$ cat config.mk
export PLATFORM = sky130hd
export DESIGN_NAME = diag_response_decoder_flat
export DESIGN_NICKNAME = d
export VERILOG_FILES = /design/src/rtl/drd_pkg.sv /design/src/rtl/drd_if.sv /design/src/rtl/diag_response_decoder.sv /design/src/rtl/drd_step.sv /design/src/flat_wrapper.sv
export SDC_FILE = /design/constraint.sdc
export NUM_CORES = 1
export LEC_CHECK = 0
export BUFFER_PORTS_ARGS = -buffer_cell sky130_fd_sc_hd__buf_2
export CAP_MARGIN = 0
export CORE_UTILIZATION = 35
export CTS_BUF_LIST = sky130_fd_sc_hd__clkbuf_8
export DETAILED_ROUTE_END_ITERATION = 6
export PLACE_DENSITY_LB_ADDON = 0.2
export SYNTH_ARGS = -nofsm -noshare
export SYNTH_HDL_FRONTEND = slang
export SYNTH_SLANG_ARGS = --single-unit
$ cat constraint.sdc
create_clock -name clock -period 16.5 [get_ports clock]
set_input_delay 1.65 -clock clock [delete_from_list [all_inputs] [get_ports clock]]
set_output_delay 1.65 -clock clock [all_outputs]
set_load 0.1 [all_outputs]
$ cat src/rtl/drd_pkg.sv
// Package: shared types, codes and service byte table for the diagnostic response decoder.
`timescale 1ns / 1ps
package drd_pkg;

   // Default number of DTC records kept per response
   localparam int DEF_MAX_DTCS = 32;

   // Protocol constants
   localparam logic [7:0] NEG_REPLY  = 8'h7F;
   localparam logic [7:0] POS_OFFSET = 8'h40;
   localparam logic [8:0] POS_MAX    = 9'd511;

   // Service mode codes
   localparam logic [2:0] MODE_DTC     = 3'd0;
   localparam logic [2:0] MODE_ECU     = 3'd1;
   localparam logic [2:0] MODE_LOCAL   = 3'd2;
   localparam logic [2:0] MODE_COMMON  = 3'd3;
   localparam logic [2:0] MODE_PRESENT = 3'd4;

   // Verdict codes while a response is in progress
   localparam logic [2:0] V_FINE       = 3'd0;
   localparam logic [2:0] V_NEG        = 3'd1;
   localparam logic [2:0] V_MALFORMED  = 3'd3;
   localparam logic [2:0] V_UNEXPECTED = 3'd4;

   // Final status codes
   localparam logic [2:0] ST_OK         = 3'd0;
   localparam logic [2:0] ST_NEGATIVE   = 3'd1;
   localparam logic [2:0] ST_INVALID    = 3'd2;
   localparam logic [2:0] ST_MALFORMED  = 3'd3;
   localparam logic [2:0] ST_UNEXPECTED = 3'd4;
   localparam logic [2:0] ST_TRUNCATED  = 3'd5;

   // Configuration register indexes
   localparam logic [1:0] CSR_SERVICE_MODE = 2'd0;
   localparam logic [1:0] CSR_EXPECTED_ID  = 2'd1;
   localparam logic [1:0] CSR_PRESENCE     = 2'd2;

   // Tester present echo bytes
   localparam logic [7:0] ECHO_WANTED   = 8'h01;
   localparam logic [7:0] ECHO_UNWANTED = 8'h02;

   typedef struct packed {
      logic [2:0]  service_mode;
      logic [15:0] expected_id;
      logic        presence_reply_wanted;
   } cfg_type;

   typedef struct packed {
      logic [8:0] byte_position;
      logic [2:0] verdict;
      logic [7:0] ident_accum;
      logic [1:0] triple_phase;
      logic [7:0] code_high;
      logic [7:0] stated_count;
      logic [5:0] kept_count;
      logic [7:0] neg_code_held;
   } pdu_state_type;

   typedef struct packed {
      logic        record_valid;
      logic [15:0] dtc_code;
      logic [7:0]  dtc_status;
      logic        payload_valid;
      logic [7:0]  payload_byte;
      logic        done_res;
      logic [2:0]  status;
      logic [7:0]  negative_code;
      logic [7:0]  dtc_count;
      logic [5:0]  entries_kept;
   } result_type;

   // Request service byte for each mode
   function automatic logic [7:0] service_byte(input logic [2:0] mode);
      logic [7:0] svc;
      case (mode)
         MODE_DTC:     svc = 8'h18;
         MODE_ECU:     svc = 8'h1A;
         MODE_LOCAL:   svc = 8'h21;
         MODE_COMMON:  svc = 8'h22;
         MODE_PRESENT: svc = 8'h3E;
         default:      svc = 8'h00;
      endcase
      return svc;
   endfunction

endpackage

$ cat src/rtl/drd_if.sv
// Interfaces: request byte channel and decoded result channel.
`timescale 1ns / 1ps
interface drd_req_if;
   logic       valid;
   logic       ready;
   logic [7:0] data_byte;
   logic       last_byte;

   modport source (output valid, output data_byte, output last_byte, input ready);
   modport sink   (input valid, input data_byte, input last_byte, output ready);
endinterface

interface drd_rsp_if;
   logic        valid;
   logic        ready;
   logic        record_valid;
   logic [15:0] dtc_code;
   logic [7:0]  dtc_status;
   logic        payload_valid;
   logic [7:0]  payload_byte;
   logic        done_res;
   logic [2:0]  status;
   logic [7:0]  negative_code;
   logic [7:0]  dtc_count;
   logic [5:0]  entries_kept;

   modport source (output valid, output record_valid, output dtc_code, output dtc_status,
                   output payload_valid, output payload_byte, output done_res,
                   output status, output negative_code, output dtc_count,
                   output entries_kept, input ready);
   modport sink   (input valid, input record_valid, input dtc_code, input dtc_status,
                   input payload_valid, input payload_byte, input done_res,
                   input status, input negative_code, input dtc_count,
                   input entries_kept, output ready);
endinterface

$ cat src/rtl/diag_response_decoder.sv
// Top level: diagnostic response decoder with config registers and two-deep result buffer.
//
//   channel    direction  handshake       word
//   req_chan   in         valid / ready   data_byte, last_byte
//   rsp_chan   out        valid / ready   DTC record, payload byte, final status
//   csr_*      in         write enable    service_mode, expected_id, presence_reply_wanted
//
// One byte per cycle while req_chan.ready is high; each result word is registered.
// The decode runs in a single pass from the response state register to the result
// register; a skid register lets one more byte in while the sink stalls.
// Synchronous reset clears the response state, the buffer and loads register defaults.
// req_chan.ready drops only when both result and skid registers are full.
`timescale 1ns / 1ps
module diag_response_decoder
   import drd_pkg::*;
#(
   parameter int MAX_DTCS = DEF_MAX_DTCS
) (
   input  logic        clock,
   input  logic        reset,
   drd_req_if.sink     req_chan,
   drd_rsp_if.source   rsp_chan,
   input  logic        csr_write_enable,
   input  logic [1:0]  csr_index,
   input  logic [15:0] csr_write_data
);

   cfg_type       cfg_ff;
   pdu_state_type state_ff;
   pdu_state_type state_in;
   result_type    result_in;
   result_type    out_ff;
   result_type    skid_ff;
   logic          out_valid_ff;
   logic          skid_valid_ff;
   logic          take_in;
   logic          take_out;

   drd_step #(
      .MAX_DTCS (MAX_DTCS)
   ) u_step (
      .cfg       (cfg_ff),
      .cur       (state_ff),
      .data_byte (req_chan.data_byte),
      .last_byte (req_chan.last_byte),
      .nxt       (state_in),
      .res       (result_in)
   );

   assign req_chan.ready = !skid_valid_ff;
   assign take_in  = req_chan.valid && !skid_valid_ff;
   assign take_out = out_valid_ff && rsp_chan.ready;

   // Configuration writes; unknown indexes drop
   always_ff @(posedge clock) begin
      if (reset) begin
         cfg_ff.service_mode          <= MODE_DTC;
         cfg_ff.expected_id           <= 16'h0000;
         cfg_ff.presence_reply_wanted <= 1'b1;
      end else if (csr_write_enable) begin
         case (csr_index)
            CSR_SERVICE_MODE: cfg_ff.service_mode          <= csr_write_data[2:0];
            CSR_EXPECTED_ID:  cfg_ff.expected_id           <= csr_write_data;
            CSR_PRESENCE:     cfg_ff.presence_reply_wanted <= csr_write_data[0];
            default: ;
         endcase
      end
   end

   // Advance response state on each accepted byte
   always_ff @(posedge clock) begin
      if (reset) begin
         state_ff <= '0;
      end else if (take_in) begin
         state_ff <= state_in;
      end
   end

   // Result and skid valid flags
   always_ff @(posedge clock) begin
      if (reset) begin
         out_valid_ff  <= 1'b0;
         skid_valid_ff <= 1'b0;
      end else if (!out_valid_ff || take_out) begin
         if (skid_valid_ff) begin
            out_valid_ff  <= 1'b1;
            skid_valid_ff <= 1'b0;
         end else begin
            out_valid_ff <= take_in;
         end
      end else if (take_in) begin
         skid_valid_ff <= 1'b1;
      end
   end

   // Result and skid words
   always_ff @(posedge clock) begin
      if (!out_valid_ff || take_out) begin
         out_ff <= skid_valid_ff ? skid_ff : result_in;
      end else if (take_in) begin
         skid_ff <= result_in;
      end
   end

   // Drive the result channel
   assign rsp_chan.valid          = out_valid_ff;
   assign rsp_chan.record_valid   = out_ff.record_valid;
   assign rsp_chan.dtc_code       = out_ff.dtc_code;
   assign rsp_chan.dtc_status     = out_ff.dtc_status;
   assign rsp_chan.payload_valid  = out_ff.payload_valid;
   assign rsp_chan.payload_byte   = out_ff.payload_byte;
   assign rsp_chan.done_res       = out_ff.done_res;
   assign rsp_chan.status         = out_ff.status;
   assign rsp_chan.negative_code  = out_ff.negative_code;
   assign rsp_chan.dtc_count      = out_ff.dtc_count;
   assign rsp_chan.entries_kept   = out_ff.entries_kept;

endmodule

$ cat src/rtl/drd_step.sv
// Per-byte decode logic: next response state and result word from one input byte.
`timescale 1ns / 1ps
module drd_step
   import drd_pkg::*;
#(
   parameter int MAX_DTCS = DEF_MAX_DTCS
) (
   input  cfg_type       cfg,
   input  pdu_state_type cur,
   input  logic [7:0]    data_byte,
   input  logic          last_byte,
   output pdu_state_type nxt,
   output result_type    res
);

   localparam logic [5:0] MaxKept   = 6'(MAX_DTCS);
   localparam logic [7:0] MaxStated = 8'(MAX_DTCS);

   logic [2:0] mode;
   logic [8:0] pos;
   logic [7:0] svc;
   logic [7:0] echo;
   logic       bad_arg;
   logic [2:0] st;

   assign mode = cfg.service_mode;
   assign pos  = cur.byte_position;
   assign svc  = service_byte(mode);
   assign echo = cfg.presence_reply_wanted ? ECHO_WANTED : ECHO_UNWANTED;
   assign bad_arg = (mode > MODE_PRESENT) ||
                    ((mode inside {MODE_ECU, MODE_LOCAL}) && (cfg.expected_id[7:0] == 8'h00));

   always_comb begin
      nxt = cur;
      res = '0;
      st  = ST_OK;

      // Judge the byte against the configured service
      if (!bad_arg) begin
         if (pos == 9'd0) begin
            if (data_byte == NEG_REPLY) begin
               nxt.verdict = V_NEG;
            end else if (data_byte != 8'(svc + POS_OFFSET)) begin
               nxt.verdict = V_UNEXPECTED;
            end
         end else if (cur.verdict == V_NEG) begin
            if (pos == 9'd1) begin
               if (data_byte != svc) nxt.verdict = V_MALFORMED;
            end else if (pos == 9'd2) begin
               nxt.neg_code_held = data_byte;
               if (data_byte == 8'h00) nxt.verdict = V_MALFORMED;
            end else begin
               nxt.verdict = V_MALFORMED;
            end
         end else if (cur.verdict == V_FINE) begin
            case (mode)
               MODE_DTC: begin
                  if (pos == 9'd1) begin
                     nxt.stated_count = data_byte;
                     nxt.ident_accum  = 8'h00;
                     nxt.triple_phase = 2'd0;
                  end else if (cur.ident_accum < cur.stated_count) begin
                     // Collect code high, code low, status; emit on status while below MaxKept records
                     if (cur.triple_phase == 2'd0) begin
                        nxt.code_high    = data_byte;
                        nxt.triple_phase = 2'd1;
                     end else if (cur.triple_phase == 2'd1) begin
                        nxt.neg_code_held = data_byte;
                        nxt.triple_phase  = 2'd2;
                     end else begin
                        if (cur.kept_count < MaxKept) begin
                           res.record_valid = 1'b1;
                           res.dtc_code     = {cur.code_high, cur.neg_code_held};
                           res.dtc_status   = data_byte;
                           nxt.kept_count   = cur.kept_count + 6'd1;
                        end
                        nxt.ident_accum  = cur.ident_accum + 8'd1;
                        nxt.triple_phase = 2'd0;
                     end
                  end
               end
               MODE_ECU, MODE_LOCAL: begin
                  if (pos == 9'd1) begin
                     if (data_byte != cfg.expected_id[7:0]) nxt.verdict = V_UNEXPECTED;
                  end else begin
                     res.payload_valid = 1'b1;
                     res.payload_byte  = data_byte;
                  end
               end
               MODE_COMMON: begin
                  if (pos == 9'd1) begin
                     nxt.ident_accum = data_byte;
                  end else if (pos == 9'd2) begin
                     if ({cur.ident_accum, data_byte} != cfg.expected_id)
                        nxt.verdict = V_UNEXPECTED;
                  end else begin
                     res.payload_valid = 1'b1;
                     res.payload_byte  = data_byte;
                  end
               end
               default: begin
                  // Tester present: at most one byte after the reply, the matching echo
                  if ((pos != 9'd1) || (data_byte != echo)) nxt.verdict = V_UNEXPECTED;
               end
            endcase
         end
      end

      // Report final status on the last byte, then clear for the next response
      if (last_byte) begin
         if (bad_arg) begin
            st = ST_INVALID;
         end else if (nxt.verdict == V_UNEXPECTED) begin
            st = ST_UNEXPECTED;
         end else if (nxt.verdict == V_MALFORMED) begin
            st = ST_MALFORMED;
         end else if (nxt.verdict == V_NEG) begin
            st = (pos == 9'd2) ? ST_NEGATIVE : ST_MALFORMED;
         end else if (pos == 9'd0) begin
            st = (mode == MODE_PRESENT) ? ST_OK : ST_MALFORMED;
         end else if (mode == MODE_DTC) begin
            if (nxt.ident_accum < nxt.stated_count) st = ST_MALFORMED;
            else st = (nxt.stated_count > MaxStated) ? ST_TRUNCATED : ST_OK;
         end else if (mode == MODE_COMMON) begin
            st = (pos < 9'd2) ? ST_MALFORMED : ST_OK;
         end else begin
            st = ST_OK;
         end
         res.done_res = 1'b1;
         res.status   = st;
         if (st == ST_NEGATIVE) res.negative_code = nxt.neg_code_held;
         if (!bad_arg && (mode == MODE_DTC) && ((st == ST_OK) || (st == ST_TRUNCATED))) begin
            res.dtc_count    = nxt.stated_count;
            res.entries_kept = nxt.kept_count;
         end
         nxt = '0;
      end else if (pos < POS_MAX) begin
         nxt.byte_position = pos + 9'd1;
      end
   end

endmodule
$ cat src/flat_wrapper.sv
// flat-port wrapper written by rule: the top's interface ports become plain ports
module diag_response_decoder_flat import drd_pkg::*;
#(
   parameter int MAX_DTCS = DEF_MAX_DTCS
)
  (clock, reset, csr_write_enable, csr_index, csr_write_data, req_chan_valid, req_chan_data_byte, req_chan_last_byte, req_chan_ready, rsp_chan_valid, rsp_chan_record_valid, rsp_chan_dtc_code, rsp_chan_dtc_status, rsp_chan_payload_valid, rsp_chan_payload_byte, rsp_chan_done_res, rsp_chan_status, rsp_chan_negative_code, rsp_chan_dtc_count, rsp_chan_entries_kept, rsp_chan_ready);
  drd_req_if req_chan_i ();
  drd_rsp_if rsp_chan_i ();
  input  logic clock;
  input  logic reset;
  input  logic csr_write_enable;
  input  logic [1:0] csr_index;
  input  logic [15:0] csr_write_data;
  input wire logic [$bits(req_chan_i.valid)-1:0] req_chan_valid;
  input wire logic [$bits(req_chan_i.data_byte)-1:0] req_chan_data_byte;
  input wire logic [$bits(req_chan_i.last_byte)-1:0] req_chan_last_byte;
  output wire logic [$bits(req_chan_i.ready)-1:0] req_chan_ready;
  output wire logic [$bits(rsp_chan_i.valid)-1:0] rsp_chan_valid;
  output wire logic [$bits(rsp_chan_i.record_valid)-1:0] rsp_chan_record_valid;
  output wire logic [$bits(rsp_chan_i.dtc_code)-1:0] rsp_chan_dtc_code;
  output wire logic [$bits(rsp_chan_i.dtc_status)-1:0] rsp_chan_dtc_status;
  output wire logic [$bits(rsp_chan_i.payload_valid)-1:0] rsp_chan_payload_valid;
  output wire logic [$bits(rsp_chan_i.payload_byte)-1:0] rsp_chan_payload_byte;
  output wire logic [$bits(rsp_chan_i.done_res)-1:0] rsp_chan_done_res;
  output wire logic [$bits(rsp_chan_i.status)-1:0] rsp_chan_status;
  output wire logic [$bits(rsp_chan_i.negative_code)-1:0] rsp_chan_negative_code;
  output wire logic [$bits(rsp_chan_i.dtc_count)-1:0] rsp_chan_dtc_count;
  output wire logic [$bits(rsp_chan_i.entries_kept)-1:0] rsp_chan_entries_kept;
  input wire logic [$bits(rsp_chan_i.ready)-1:0] rsp_chan_ready;
  assign req_chan_i.valid = req_chan_valid;
  assign req_chan_i.data_byte = req_chan_data_byte;
  assign req_chan_i.last_byte = req_chan_last_byte;
  assign req_chan_ready = req_chan_i.ready;
  assign rsp_chan_valid = rsp_chan_i.valid;
  assign rsp_chan_record_valid = rsp_chan_i.record_valid;
  assign rsp_chan_dtc_code = rsp_chan_i.dtc_code;
  assign rsp_chan_dtc_status = rsp_chan_i.dtc_status;
  assign rsp_chan_payload_valid = rsp_chan_i.payload_valid;
  assign rsp_chan_payload_byte = rsp_chan_i.payload_byte;
  assign rsp_chan_done_res = rsp_chan_i.done_res;
  assign rsp_chan_status = rsp_chan_i.status;
  assign rsp_chan_negative_code = rsp_chan_i.negative_code;
  assign rsp_chan_dtc_count = rsp_chan_i.dtc_count;
  assign rsp_chan_entries_kept = rsp_chan_i.entries_kept;
  assign rsp_chan_i.ready = rsp_chan_ready;
  diag_response_decoder #(.MAX_DTCS(MAX_DTCS)) u_core (.clock(clock), .reset(reset), .req_chan(req_chan_i), .rsp_chan(rsp_chan_i), .csr_write_enable(csr_write_enable), .csr_index(csr_index), .csr_write_data(csr_write_data));
endmodule
After elaboration in Yosys (flattened, before gate mapping):

Index checks and enable logic that the tools add are counted.
W data, S select, Z words.

* output and inout port bits: 62
* logic and storage cells: 184
* bits in registers: 194
* input bits: 32
* latch bits: 0
* memories: 0
* bits in writable memories: 0
* memory bits (read-only): 0

* bitwise gates (word level): 1
* reduce and logical (&&, ||, !) cells: 36
* div/mod/pow operators: 0
* add/sub/neg operators: 4
* order comparisons: 7
* $mul: 0
* mux-type cells: 77
* shift operators: 0
* equality and inequality tests: 26

Operator list (count)
* $mux W25: 6
* $mux W34: 4
* $mux W43: 3
* $mux W8: 11
* $mux W3: 23
* $mux W32: 2
* $mux W60: 1
* $mux W14: 4
* $mux W9: 5
* $mux W40: 1
* $ne A8 B8 Y1: 4
* $pmux W6 S5: 1
* $mux W26: 1
* $mux W18: 1
* $pmux W9 S2: 1
* $logic_not A8 Y1: 2
* $lt A8 B8 Y1: 2
* $ne A16 B16 Y1: 1
* $pmux W8 S2: 1
* $mux W2: 7
* $eq A3 B1 Y1 const B: 4
* $mux W6: 2
* $reduce_bool A2 Y1: 6
* $mux W10: 1
* 32 further kinds: 57

Logic depth before layout (Yosys ltp):

* depth after elaboration: 27
* gate-level depth with buffers: 19
* depth with buffers taken out: 17

Cells and area by module:

A second synthesis with hierarchy kept.

* cell total of the unflattened synthesis: 982
* area total of the unflattened synthesis: 10037.1 µm²

Modules (own cells, without submodules)
* diag_response_decoder: area an instance 6962.9 µm², times used 1, cells each 509, sequential area each 5084.9 µm²
* drd_step: area an instance 3074.2 µm², times used 1, cells each 473, sequential area each 0.0 µm²

Least setup slack after synthesis:

Ideal clock, no wire load.

* path type: input-to-reg
* start point: input port rsp_chan_ready
* end point: register u_core.skid_ff[0] (netlist name), enable pin
* buffers on the path: 0
* path slack: 10.203 ns
* arrival: 5.819 ns
* setup time: 0.478 ns
* required time: 16.022 ns
* cell stages on the path: 2
* path through: nand2b_1 nor2_1

* cells in the longest elaborated chain, start to end: 4

RTL lines
* start, declared: RTL line flat_wrapper.sv:29 `input wire logic [$bits(rsp_chan_i.ready)-1:0] rsp_chan_ready;`
* $logic_and A1 B1 Y1: RTL line diag_response_decoder.sv:52 `assign take_out = out_valid_ff && rsp_chan.ready;`
* $logic_or A1 B1 Y1: RTL line diag_response_decoder.sv:98 `if (!out_valid_ff || take_out) begin`
* $not A1 Y1 (no line)
* $reduce_and A2 Y1 (no line)
* end signal, assigned: RTL line diag_response_decoder.sv:101 `skid_ff <= result_in;`
* end, declared: RTL line diag_response_decoder.sv:33 `result_type skid_ff;`

Every way passes these cells.
A chain may end at the register's enable or synchronous reset.

Worst setup path after layout:

* start point: register u_core.state_ff[34] (netlist name)
* end point: register u_core.out_ff (netlist bit u_core.rsp_chan.entries_kept[4]), data pin

* cells in the longest elaborated chain, start to end: 25
* elaborated cells on any way between the ends: 41
* classes of those cells: add/sub: 1; order compare: 2; eq/ne: 5; mux: 30; reduce/logical: 3

RTL lines
* start, declared: RTL line diag_response_decoder.sv:29 `pdu_state_type state_ff;`
* start signal, assigned: RTL line diag_response_decoder.sv:75 `state_ff <= state_in;`
* $add A8 B1 Y8: RTL line drd_step.sv:77 `nxt.ident_accum = cur.ident_accum + 8'd1;`
* $mux W8: RTL line drd_step.sv:67 `end else if (cur.triple_phase == 2'd1) begin`
* $mux W8: RTL line drd_step.sv:64 `if (cur.triple_phase == 2'd0) begin`
* $mux W18: RTL line drd_step.sv:62 `end else if (cur.ident_accum < cur.stated_count) begin`
* $mux W10: RTL line drd_step.sv:58 `if (pos == 9'd1) begin`
* $pmux W8 S2: RTL line drd_step.sv:56 `case (mode)`
* $mux W43: RTL line drd_step.sv:55 `end else if (cur.verdict == V_FINE) begin`
* $mux W32: RTL line drd_step.sv:46 `end else if (cur.verdict == V_NEG) begin`
* (+9 left out)
* $mux W3: RTL line drd_step.sv:111 `if (bad_arg) begin`
* $mux W3: RTL line drd_step.sv:110 `if (last_byte) begin`
* $eq A3 B3 Y1 / $logic_not A3 Y1 (equally long branches): RTL line drd_step.sv:132 `if (!bad_arg && (mode == MODE_DTC) && ((st == ST_OK) || (st == ST_TRUNCATED))) begin`
* $logic_or A1 B1 Y1: RTL line drd_step.sv:132
* $logic_and A1 B1 Y1: RTL line drd_step.sv:132
* $mux W14 (*): RTL line drd_step.sv:132
* $mux W26 (*): RTL line drd_step.sv:110
* $mux W60 (*): RTL line diag_response_decoder.sv:99 `out_ff <= skid_valid_ff ? skid_ff : result_in;`
* end signal, assigned: RTL line diag_response_decoder.sv:99
* end, declared: RTL line diag_response_decoder.sv:32 `result_type out_ff;`

Mark *: on every way between the ends. The rest lies on a longest branch, timed or not. The select of a mux whose other input is x is not followed.

==> results.sh <==
export IMPL_outcome="complete, but fails checks"
export IMPL_violations="design-rule violations"
export IMPL_clkPwrFrac=0.324
export IMPL_stdcell_area_um2=10600
export IMPL_cts_resized=0
export IMPL_final_setup_worst_slack_ns=11.18
export IMPL_period_needed_ns=5.32
export IMPL_crit_chain="ha_1 -> a211oi_1 -> o21ai_0 -> a2111oi_0 -> nand3_1 -> xor2_1 -> o21ai_0 -> ha_1 -> a21oi_1 -> o21ai_0 -> or3_1 -> o311ai_2 -> nand4b_1 -> o21ai_1"
export IMPL_synth_commonest_cells="120 x edfxtp_1, 111 x nand2_1, 101 x nor2_1"
export IMPL_crit_arrival_ns=5.54
export IMPL_ir_drop_uv=49.8
export IMPL_p_leak_nw=3.96
export IMPL_final_cells=1331
export IMPL_pwr_share_comb=0.148
export IMPL_worst_pin_slew_ns=1.34
export IMPL_finalSetupTns_ns=0
export IMPL_p_sw_frac=0.333
export IMPL_synth_top_area_share=0.384
export IMPL_clkLatencyLatePin_ns=0.49
export IMPL_yosysSeqAreaShare=0.541
export IMPL_post_cts_setup_buffers=0
export IMPL_drv_cap=0
export IMPL_antenna_left=0
export IMPL_syn_nets=968
export IMPL_num_io_pins=94
export IMPL_globalplace_congestion=0.915
export IMPL_grt_pass1_wl_um=39200
export IMPL_coreArea_um2=26200
export IMPL_rsz0062_at_grt="no"
export IMPL_drv_slew=0
export IMPL_ys_ff_latch=194
export IMPL_grt_max_degree=67
export IMPL_power_frac_seq=0.528
export IMPL_dp_slack_ns=11.28
export IMPL_ys_flop_type="edfxtp_1"
export IMPL_critPathSlowestCell="a2111oi_0"
export IMPL_finalClockSkew_ns=0.0245
export IMPL_grt_ovfl_total=0
export IMPL_worstPathRequired_ns=16.71
export IMPL_report_final_setup_viol=0
export IMPL_clk_pin_slew_ns=0.12
export IMPL_die_y_um=166
export IMPL_root_buffer="clkbuf_8"
export IMPL_diodes=0
export IMPL_r2r_end="u_core.rsp_chan.entries_kept[4]$_DFFE_PP_"
export IMPL_hold_viol_final=0
export IMPL_r2r_slack_ns=11.18
export IMPL_yosysWarningCount=0
export IMPL_grt_pass1_vias=6865
export IMPL_cts_tree="built"
export IMPL_synth_area_leaders="edfxtp_1 38%, dfxtp_1 16%, nand2_1 4.4%"
export IMPL_cts_buffers=17
export IMPL_cp_common_cell="o21ai_0"
export IMPL_dpl_cell_area_um2=10100
export IMPL_wl_per_cell_um=18.4
export IMPL_max_freq_mhz=188
export IMPL_hpwl_um=16500
export IMPL_floorplan_initialDensity=0.358
export IMPL_cts_htree_levels=4
export IMPL_drc=10
export IMPL_power_density_nw_per_um2=95.6
export IMPL_async_reset_ff_frac=0
export IMPL_hold_start="u_core.state_ff[27]$_SDFFE_PP0P_"
export IMPL_synth_area_per_cell_um2=10.3
export IMPL_rows=59
export IMPL_p_int_mw=0.675
export IMPL_synth_most_common_cell="edfxtp_1"
export IMPL_die_area_um2=27500
export IMPL_track_usage=0.181
export IMPL_syn_inst=916
export IMPL_synth_edf_count=120
export IMPL_startpoint_type="register"
export IMPL_rr_worst_depth=14
export IMPL_p_sw_mw=0.337
export IMPL_antenna_found_initial=0
export IMPL_seqCellArea_um2=5080
export IMPL_layout_nets=1035
export IMPL_post_place_cells=1299
export IMPL_ys_types=69
export IMPL_cts_sinks=194
export IMPL_first_pass_iters=7
export IMPL_endpoint="u_core.rsp_chan.entries_kept[4]$_DFFE_PP_"
export IMPL_startpoint="u_core.state_ff[34]$_SDFFE_PP0P_"
export IMPL_slowest_delay_ns=1.10
export IMPL_netlist_area_um2=9390
export IMPL_hp_class="reg2reg"
export IMPL_num_fill_cells=2535
export IMPL_yosysTopAreaCell="edfxtp_1"
export IMPL_num_vias=7097
export IMPL_fin_crit_sh=0.323
export IMPL_wirelength_um=24500
export IMPL_endpoint_kind="register"
export IMPL_rr_startpoint="u_core.state_ff[34]$_SDFFE_PP0P_"
export IMPL_hold_ws_ns=0.456
export IMPL_dieWidth_um=166
export IMPL_cts_buffer_depth=2
export IMPL_portBuffers=93
export IMPL_cts_hold_buf=0
export IMPL_critPathKind="reg2reg"
export IMPL_dr_first_iter_drc_count=620
export IMPL_drive_above_1_share=0.181
export IMPL_path_max_fanout=14
export IMPL_multiInputGateArea_um2=4040
export IMPL_area_growth_pct=12.6
export IMPL_viasPerCell=5.33
export IMPL_relSlewSlack=0.106
worst max-delay path: cells and delay by family, from the launching register on:
| family | cells | cell delay [ns] |
|---|---|---|
| AND/OR/NAND/NOR | 3 | 1.12 |
| AO/OA/AOI/OAI | 8 | 2.57 |
| adder cells (fa/ha/maj) | 2 | 0.63 |
| XOR/XNOR | 1 | 0.20 |
| flip-flops | 1 | 0.54 |
metrics by stage:
step	util	total power, mW
floorplan	-	0.660
global placement	0.387	0.694
detailed placement	0.387	0.694
CTS	0.404	1.02
global route	0.404	1.05
finish	0.404	1.01
cell usage in the layout, fill, tap and decap left out, types with 5 or more instances in the layout:
cell type,n
a211oi_1,6
a21o_1,9
a21oi_1,63
a22oi_1,19
a32oi_1,8
and2_1,32
and3_1,8
buf_2,93
buf_4,9
clkbuf_8,17
clkinv_8,6
dfxtp_1,74
edfxtp_1,120
ha_1,20
inv_1,17
mux2_2,33
mux2i_1,18
nand2_1,111
nand3_1,21
nand4_1,15
nor2_1,100
nor3_1,15
nor4_1,8
o21a_1,5
o21ai_0,27
o21ai_1,18
o31ai_1,7
or3_1,10
xnor2_1,11
xor2_1,19
how the worst min path moves through the flow:
stage,endpoint,slack [ns],cells past startpoint
6_report,u_core.state_ff[27]$_SDFFE_PP0P_,0.46,2
5_1_grt,u_core.state_ff[28]$_SDFFE_PP0P_,0.47,2
4_1_cts,u_core.state_ff[26]$_SDFFE_PP0P_,0.46,2
3_5_place_dp,u_core.state_ff[27]$_SDFFE_PP0P_,0.44,2
3_3_place_gp,u_core.state_ff[26]$_SDFFE_PP0P_,0.43,2
2_1_floorplan,u_core.state_ff[22]$_SDFFE_PP0P_,0.43,2
power groups by stage:
stage | clock network (mW) | logic (mW) | registers, mW
final | 0.328 | 0.149 | 0.534
after global routing | 0.355 | 0.157 | 0.536
after CTS | 0.338 | 0.149 | 0.534
after detailed placement | 0 | 0.149 | 0.545
after global placement | 0 | 0.149 | 0.545
after floorplan | 0 | 0.0481 | 0.612
final cells by class:
| class | instances | area share |
|---|---|---|
| Tap cell | 335 | 0.0396 |
| Timing Repair Buffer | 102 | 0.0504 |
| Multi-Input combinational cell | 650 | 0.382 |
| Inverter | 18 | 0.00639 |
| Clock inverter | 15 | 0.0188 |
| Sequential cell | 194 | 0.481 |
| Clock buffer | 17 | 0.0221 |
flip-flops by register name, indices dropped and copies added (netlist names):
name,cells
u_core.cfg_ff,20
u_core.rsp_chan.done_res,1
u_core.rsp_chan.dtc_code,16
u_core.rsp_chan.dtc_count,8
u_core.rsp_chan.dtc_status,8
u_core.rsp_chan.entries_kept,6
u_core.rsp_chan.negative_code,8
u_core.rsp_chan.payload_byte,8
u_core.rsp_chan.payload_valid,1
u_core.rsp_chan.record_valid,1
u_core.rsp_chan.status,3
u_core.rsp_chan.valid,1
u_core.skid_ff,60
u_core.skid_valid_ff,1
u_core.state_ff,52
routing by layer:
| metal | track usage | vias up | share of wire | wire, um |
|---|---|---|---|---|
| met2 | 0.287 | 204 | 0.46 | 11200 |
| li1 | - | 3466 | - | - |
| met3 | 0.0374 | 42 | 0.044 | 1090 |
| met1 | 0.247 | 3385 | 0.47 | 11600 |
| met4 | 0.0622 | 0 | 0.024 | 598 |
| met5 | 0 | - | 0 | 0 |
kinds of logic after synthesis:
kind of cell | synth area share
mux | 0.0587
flops | 0.541
fa+ha+maj | 0.0266
buf+inv | 0.0302
simple gates | 0.182
compound gates | 0.133
xor+xnor | 0.0280
Note: power is estimated with default switching activity, not from simulation.
